<file path="src/rtl/core/ssc_pkg.sv">
// ----------------------------------------------------------------------------
// ssc_pkg
// Types, constants and the code point classifier of the UTF-8 script
// classifier.
// ----------------------------------------------------------------------------
`default_nettype none

package ssc_pkg;

    // Script classes reported per string
    typedef enum logic [2:0] {
        CLS_HIRAGANA = 3'd0,
        CLS_KATAKANA = 3'd1,
        CLS_DIGIT    = 3'd2,
        CLS_LETTER   = 3'd3,
        CLS_KANJI    = 3'd4,
        CLS_SYMBOL   = 3'd5,
        CLS_MIXED    = 3'd6
    } script_class_t;

    // Input transaction payload
    typedef struct packed {
        logic [7:0] data_byte;
        logic       last_byte;
    } in_t;

    // Result transaction payload
    typedef struct packed {
        logic [2:0]  string_class;
        logic [15:0] char_count;
    } out_t;

    // Per-string decoder state
    typedef struct packed {
        logic [2:0]    bytes_pending;
        logic          decoding_active;
        logic [15:0]   code_accumulator;
        script_class_t first_class;
        logic          class_seen;
        logic          classes_differ;
        logic [15:0]   character_total;
    } state_t;

    // Lead byte thresholds (byte is a lead of N bytes when above these)
    localparam logic [7:0] LEAD_SIX   = 8'hfb;
    localparam logic [7:0] LEAD_FIVE  = 8'hf7;
    localparam logic [7:0] LEAD_FOUR  = 8'hef;
    localparam logic [7:0] LEAD_THREE = 8'hdf;
    localparam logic [7:0] LEAD_TWO   = 8'h7f;

    // Code point range bounds (exclusive)
    localparam logic [15:0] HIRA_LO   = 16'h303f;
    localparam logic [15:0] HIRA_HI   = 16'h30a0;
    localparam logic [15:0] KATA_LO   = 16'h309f;
    localparam logic [15:0] KATA_HI   = 16'h3100;
    localparam logic [15:0] DIGIT_LO  = 16'hff0f;
    localparam logic [15:0] DIGIT_HI  = 16'hff1a;
    localparam logic [15:0] LETTER_LO = 16'hff20;
    localparam logic [15:0] LETTER_HI = 16'hff5b;
    localparam logic [15:0] KANJI_LO  = 16'h4dff;
    localparam logic [15:0] KANJI_HI  = 16'ha000;
    localparam logic [15:0] KANJI_ITERATION_MARK = 16'h3005;

    localparam logic [15:0] CHAR_COUNT_MAX = 16'hffff;

    // Class of one decoded code point
    function automatic script_class_t class_of(input logic [15:0] cp);
        script_class_t k;
        if (cp > HIRA_LO && cp < HIRA_HI) begin
            k = CLS_HIRAGANA;
        end else if (cp > KATA_LO && cp < KATA_HI) begin
            k = CLS_KATAKANA;
        end else if (cp > DIGIT_LO && cp < DIGIT_HI) begin
            k = CLS_DIGIT;
        end else if (cp > LETTER_LO && cp < LETTER_HI) begin
            k = CLS_LETTER;
        end else if ((cp > KANJI_LO && cp < KANJI_HI) || cp == KANJI_ITERATION_MARK) begin
            k = CLS_KANJI;
        end else begin
            k = CLS_SYMBOL;
        end
        return k;
    endfunction

    // Fold one classed character into the string's class tracking
    function automatic state_t note_class(input state_t s, input logic [15:0] cp);
        state_t        r;
        script_class_t k;
        r = s;
        k = class_of(cp);
        if (!s.class_seen) begin
            r.first_class = k;
            r.class_seen  = 1'b1;
        end else if (k != s.first_class) begin
            r.classes_differ = 1'b1;
        end
        return r;
    endfunction

endpackage

`default_nettype wire

</file>
<file path="src/rtl/core/ssc_in_stage.sv">
// ----------------------------------------------------------------------------
// ssc_in_stage
// Input register of the classifier: holds one byte transaction until the
// decode stage takes it.
// ----------------------------------------------------------------------------
`default_nettype none

module ssc_in_stage
    import ssc_pkg::*;
(
    input  wire logic aclk,
    input  wire logic aresetn,
    input  wire logic s_valid,
    output logic      s_ready,
    input  wire in_t  s_data,
    output logic      item_valid,
    output in_t       item,
    input  wire logic item_take
);

    logic valid_reg;
    logic valid_next;
    in_t  data_reg;

    // Accept when empty or when the held item leaves this cycle
    assign s_ready    = !valid_reg || item_take;
    assign valid_next = (s_valid && s_ready) || (valid_reg && !item_take);

    // Hold valid flag
    always_ff @(posedge aclk) begin
        if (!aresetn) begin
            valid_reg <= 1'b0;
        end else begin
            valid_reg <= valid_next;
        end
    end

    // Load payload on accept
    always_ff @(posedge aclk) begin
        if (s_valid && s_ready) begin
            data_reg <= s_data;
        end
    end

    assign item_valid = valid_reg;
    assign item       = data_reg;

endmodule

`default_nettype wire

</file>
<file path="src/rtl/core/ssc_step.sv">
// ----------------------------------------------------------------------------
// ssc_step
// Decode step: applies one UTF-8 byte to the decoder state and forms the
// string result for a final byte.
// ----------------------------------------------------------------------------
`default_nettype none

module ssc_step
    import ssc_pkg::*;
(
    input  wire state_t st,
    input  wire in_t    item,
    output state_t      st_next,
    output out_t        result
);

    state_t        n;
    logic          note_now;
    logic [15:0]   note_cp;
    script_class_t cls;
    logic [7:0]    b;

    assign b = item.data_byte;

    always_comb begin
        n        = st;
        note_now = 1'b0;
        note_cp  = 16'd0;

        if (st.bytes_pending == 3'd0) begin
            // Lead byte: count it and set the sequence length
            if (st.character_total != CHAR_COUNT_MAX) begin
                n.character_total = st.character_total + 16'd1;
            end
            if (b > LEAD_SIX) begin
                n.bytes_pending   = 3'd5;
                n.decoding_active = 1'b0;
            end else if (b > LEAD_FIVE) begin
                n.bytes_pending   = 3'd4;
                n.decoding_active = 1'b0;
            end else if (b > LEAD_FOUR) begin
                n.bytes_pending   = 3'd3;
                n.decoding_active = 1'b0;
            end else if (b > LEAD_THREE) begin
                n.code_accumulator = {b[3:0], 12'd0};
                n.bytes_pending    = 3'd2;
                n.decoding_active  = 1'b1;
            end else if (b > LEAD_TWO) begin
                n.code_accumulator = {5'd0, b[4:0], 6'd0};
                n.bytes_pending    = 3'd1;
                n.decoding_active  = 1'b1;
            end else begin
                note_now = 1'b1;
                note_cp  = {8'd0, b};
            end
        end else if (st.decoding_active) begin
            // Continuation byte of a decoded character
            if (st.bytes_pending == 3'd2) begin
                n.code_accumulator = st.code_accumulator | {4'd0, b[5:0], 6'd0};
                n.bytes_pending    = 3'd1;
            end else begin
                n.code_accumulator = st.code_accumulator | {10'd0, b[5:0]};
                n.bytes_pending    = 3'd0;
                n.decoding_active  = 1'b0;
                note_now           = 1'b1;
                note_cp            = st.code_accumulator | {10'd0, b[5:0]};
            end
        end else begin
            // Drop a byte of a skipped long sequence
            n.bytes_pending = st.bytes_pending - 3'd1;
        end

        if (note_now) begin
            n = note_class(n, note_cp);
        end

        // Close a truncated decoded character, missing bytes read as zero
        if (item.last_byte && n.decoding_active && n.bytes_pending != 3'd0) begin
            n = note_class(n, n.code_accumulator);
        end

        st_next = n;
    end

    assign cls = (!n.class_seen || n.classes_differ) ? CLS_MIXED : n.first_class;

    assign result.string_class = cls;
    assign result.char_count   = n.character_total;

endmodule

`default_nettype wire

</file>
<file path="src/rtl/core/utf8_string_script_classifier.sv">
// ----------------------------------------------------------------------------
// utf8_string_script_classifier
// UTF-8 string script classifier: one result per string with the shared
// script class (mixed when none is shared) and the character count.
// ----------------------------------------------------------------------------
// Usage:
//   s_valid/s_ready/s_data carry one string byte per transaction, with
//   last_byte marking the final byte of a string. m_valid/m_ready/m_data
//   carry one result per string: string_class and char_count.
//   Throughput: one byte per cycle while no final byte waits on a full
//   result register, set by the single decode step between the input
//   register and the result register. The result is presented once the
//   decode step has moved the final byte from the input register into
//   the result register.
//   Non-final bytes keep flowing while a result waits on a stalled m_ready.
//   A final byte waits in the input register while the result register is
//   full and unread, and s_ready stays low until that byte moves on.
//   Reset (aresetn low, synchronous) empties both registers and clears the
//   decoder state; the first byte after reset starts a new string.
// ----------------------------------------------------------------------------
`default_nettype none

module utf8_string_script_classifier
    import ssc_pkg::*;
(
    input  wire logic aclk,
    input  wire logic aresetn,
    input  wire logic s_valid,
    output logic      s_ready,
    input  wire in_t  s_data,
    output logic      m_valid,
    input  wire logic m_ready,
    output out_t      m_data
);

    logic   item_valid;
    in_t    item;
    logic   item_take;
    state_t state_reg;
    state_t state_next;
    out_t   result;
    out_t   out_reg;
    logic   m_valid_reg;
    logic   m_valid_next;

    ssc_in_stage u_in_stage (
        .aclk       (aclk),
        .aresetn    (aresetn),
        .s_valid    (s_valid),
        .s_ready    (s_ready),
        .s_data     (s_data),
        .item_valid (item_valid),
        .item       (item),
        .item_take  (item_take)
    );

    ssc_step u_step (
        .st      (state_reg),
        .item    (item),
        .st_next (state_next),
        .result  (result)
    );

    // Advance a byte unless it is final and the result slot stays full
    assign item_take = item_valid && (!item.last_byte || !m_valid_reg || m_ready);

    always_comb begin
        m_valid_next = m_valid_reg && !m_ready;
        if (item_take && item.last_byte) begin
            m_valid_next = 1'b1;
        end
    end

    // Hold decoder state and result valid flag; clear the state after each final byte
    always_ff @(posedge aclk) begin
        if (!aresetn) begin
            state_reg   <= '0;
            m_valid_reg <= 1'b0;
        end else begin
            m_valid_reg <= m_valid_next;
            if (item_take) begin
                state_reg <= item.last_byte ? state_t'('0) : state_next;
            end
        end
    end

    // Load result on a final byte
    always_ff @(posedge aclk) begin
        if (item_take && item.last_byte) begin
            out_reg <= result;
        end
    end

    assign m_valid = m_valid_reg;
    assign m_data  = out_reg;

endmodule

`default_nettype wire

</file>
<file path="config.mk">
export PLATFORM = sky130hd
export DESIGN_NAME = utf8_string_script_classifier
export DESIGN_NICKNAME = d
export VERILOG_FILES = /design/src/rtl/core/ssc_pkg.sv /design/src/rtl/core/ssc_in_stage.sv /design/src/rtl/core/ssc_step.sv /design/src/rtl/core/utf8_string_script_classifier.sv
export SDC_FILE = /design/constraint.sdc
export NUM_CORES = 1
export LEC_CHECK = 0
export BUFFER_PORTS_ARGS = -buffer_cell sky130_fd_sc_hd__buf_4
export CORE_ASPECT_RATIO = 1.2
export CORE_UTILIZATION = 45
export CTS_CLUSTER_SIZE = 10
export DETAILED_ROUTE_END_ITERATION = 8
export PLACE_DENSITY_LB_ADDON = 0.1
export SLEW_MARGIN = 20
export SYNTH_ARGS = -nofsm -noshare
export SYNTH_HDL_FRONTEND = slang
export SYNTH_HIERARCHICAL = 1
export SYNTH_SLANG_ARGS = --single-unit
export TNS_END_PERCENT = 10
</file>
<file path="constraint.sdc">
create_clock -name aclk -period 8.13 [get_ports aclk]
set_clock_uncertainty 0.2 [all_clocks]
set_input_delay 0 -clock aclk [delete_from_list [all_inputs] [get_ports aclk]]
set_output_delay 0 -clock aclk [all_outputs]
set_load 0.01 [all_outputs]
</file>
==> flow_metrics.tcl <==
set metrics [dict create \
    area_growth_pct 9.033 \
    start_kind "flop" \
    outcome "finished, final reports clean" \
    largest_reg_flops 41 \
    diodes 0 \
    vias 3615 \
    cp_max_fo 16 \
    start_util 0.4680 \
    synthCells 442 \
    hold_violations 0 \
    grt_overflow 0 \
    worst-setup-path-type "reg2reg" \
    drc 0 \
    ys_seq_elements 71 \
    synth_compound_area_frac 0.2672 \
    synth_xor_area_frac 0.02652 \
    die_w_um 91.18 \
    ys_seq_area_frac 0.3963 \
    cts_resized 0 \
    vias_per_cell 6.190 \
    track_usage 0.2180 \
    finalSetupViolations 0 \
    synth_async_sr_flop_share 0 \
    holdWs_ns 0.03159 \
    drt-wirelength-per-cell_um 17.81 \
    wl_mm 10.40 \
    drt-pass1-iter-count 6 \
    core.rowCount 38 \
    clock.fmax_mhz 244.5 \
    critPathArrivalTime_ns 3.99 \
    synth_area_um2 4294 \
    place_congestion 0.8998 \
    slew_violations 0 \
    synth_simple_gate_area_frac 0.2072 \
    slew_headroom 0.4285 \
    p_per_area_nw_per_um2 154.8 \
    synth_cell_types 78 \
    max_slew.worst_pin.slew_ns 0.8561 \
    grt_pass1_vias 3389 \
    io_buffers 33 \
    cap_violations 0 \
    min_period_ns 4.091 \
    ant_nets 0 \
    hp-class "in2reg" \
    cts_setup_buffers 0 \
    clock_latency_ns 0.35 \
    rsz0062_at_grt "false" \
    ios 34 \
    crit_path_end_kind "flop" \
    p_leak_nw 1.735 \
    required_ns 8.03 \
    antenna_found_initial 0 \
    synth_edf_count 28 \
    clkSlewWorstSetupHoldPaths_ns 0.07 \
    die_y_um 109.0 \
    dieArea_um2 9939 \
    timing.final.crit_share 0.5032 \
    synth_top_family_by_area "compound AO/OA/AOI/OAI gates" \
    cts_made_buffers 9 \
    coreArea_um2 9176 \
    grt_start_max_net_pins 33 \
    grt_pass1_wl_mm 16.91 \
    synthMuxAreaShare 0.007284 \
    synthAdderAreaFrac 0.01166 \
    synthFlopType "dfxtp_1" \
    cts.sinks 71 \
    h-tree-depth 3 \
    synth_nets 459 \
    tns_ns 0 \
    drive_above_1_share 0.2112 \
    cts_tree "yes" \
    clk_path_buf_depth 2 \
    root_buffer "clkbuf_8" \
    yosysWarnings 6 \
    final_nets 476 \
    dpl.hpwl_mm 6.918 \
    vdd_ir_drop_max_mv 0.1082 \
    synth_area_per_cell_um2 9.715 \
    drt_iter0_markers 246 \
]
==> cells in the final DEF (no fill, tap or decap), types with 6 or more instances in the layout <==
cell,n
nor3_1,12
buf_4,36
nand4_1,6
a31oi_1,11
a21oi_1,15
nand2_1,34
inv_1,12
dlygate4sd3_1,13
nor2_1,31
o21ai_0,8
xnor2_1,9
nand3_1,15
a22o_1,14
clkbuf_8,9
dfxtp_1,43
edfxtp_1,28
nor4_1,7
a22o_2,31
nor2b_1,9
==> metrics by stage <==
step             util  total power, W  area (um^2)  cells  setup slack, ns
2_1_floorplan       -       0.0004701         4294    442            4.664
3_3_place_gp   0.4794       0.0004904         4399    555            4.185
3_5_place_dp   0.4794       0.0004912         4399    555            4.090
4_1_cts        0.5102       0.0007318         4682    584            4.084
5_1_grt        0.5102       0.0007572         4682    584            3.800
6_report       0.5102       0.0007246         4682    584            4.039
==> cell families after synthesis <==
group | after synthesis
multiplexers | 3
AO/OA/AOI/OAI | 138
AND/OR/NAND/NOR | 158
adder cells (fa/ha/maj) | 4
flip-flops | 71
XOR/XNOR | 13
buffers and inverters | 55
==> worst max-delay path, stage by stage (launching register included) <==
cell,delay (ns)
dfxtp_1,0.33
inv_1,0.11
ha_1,0.45
and3b_1,0.26
nand2_1,0.34
a32o_1,0.41
or2_1,0.28
o221a_1,0.24
a2111o_1,0.40
xnor2_1,0.14
a211o_1,0.33
or3_1,0.35
==> layout make-up <==
cell class                 count  area [um^2]
sequential                    71         1702
clock buffer                  14        142.6
multi-input combinational    316         2232
tap                          120        150.1
timing repair buffer          49        400.4
inverter                      12        45.04
fill                         855         4494
clock inverter                 2        10.01
==> synthesized netlist by cell type, types with 10 or more instances <==
cell | instances | area [um^2]
nand2_1 | 34 | 127.6
nor3_1 | 12 | 60.06
a21oi_1 | 15 | 75.07
buf_6 | 11 | 123.9
buf_4 | 18 | 135.1
a22o_2 | 31 | 310.3
edfxtp_1 | 28 | 840.8
clkbuf_1 | 10 | 37.54
inv_1 | 12 | 45.04
dfxtp_1 | 43 | 860.8
nand3_1 | 15 | 75.07
a22o_1 | 14 | 122.6
a31oi_1 | 11 | 68.82
nor2_1 | 31 | 116.4
==> timing repair <==
action                                 4_1_cts  5_1_grt
setup endpoints to repair                    0        0
endpoints found under the hold margin       29        0
hold buffers                                13        0
==> where the power goes <==
| part | internal, W | switching [W] | leakage (nW) |
|---|---|---|---|
| registers | 0.000380 | 0.0000166 | 0.628 |
| logic | 0.0000400 | 0.0000544 | 1.03 |
| clock network | 0.000110 | 0.000124 | 0.0784 |
==> routing by layer <==
layer  vias to the layer above  wire length (um)  GRT usage
met5                         -                 0          0
met2                       154              4968     0.3598
met3                        29               653    0.04603
met1                      1703              4377     0.2672
met4                         0               400     0.1202
li1                       1729                 -          -
==> worst paths after layout <==
kind	cells after the start	slack, ns	from	end
hold reg to reg	1	0.28	state_reg[11]	state_reg[11]
setup / recovery	11	4.04	state_reg[38]	m_data[18]
setup reg to reg	11	4.04	state_reg[38]	m_data[18]
hold / removal	4	0.03	m_ready	state_reg[15]
No activity file was read; power rests on OpenSTA's default activity.
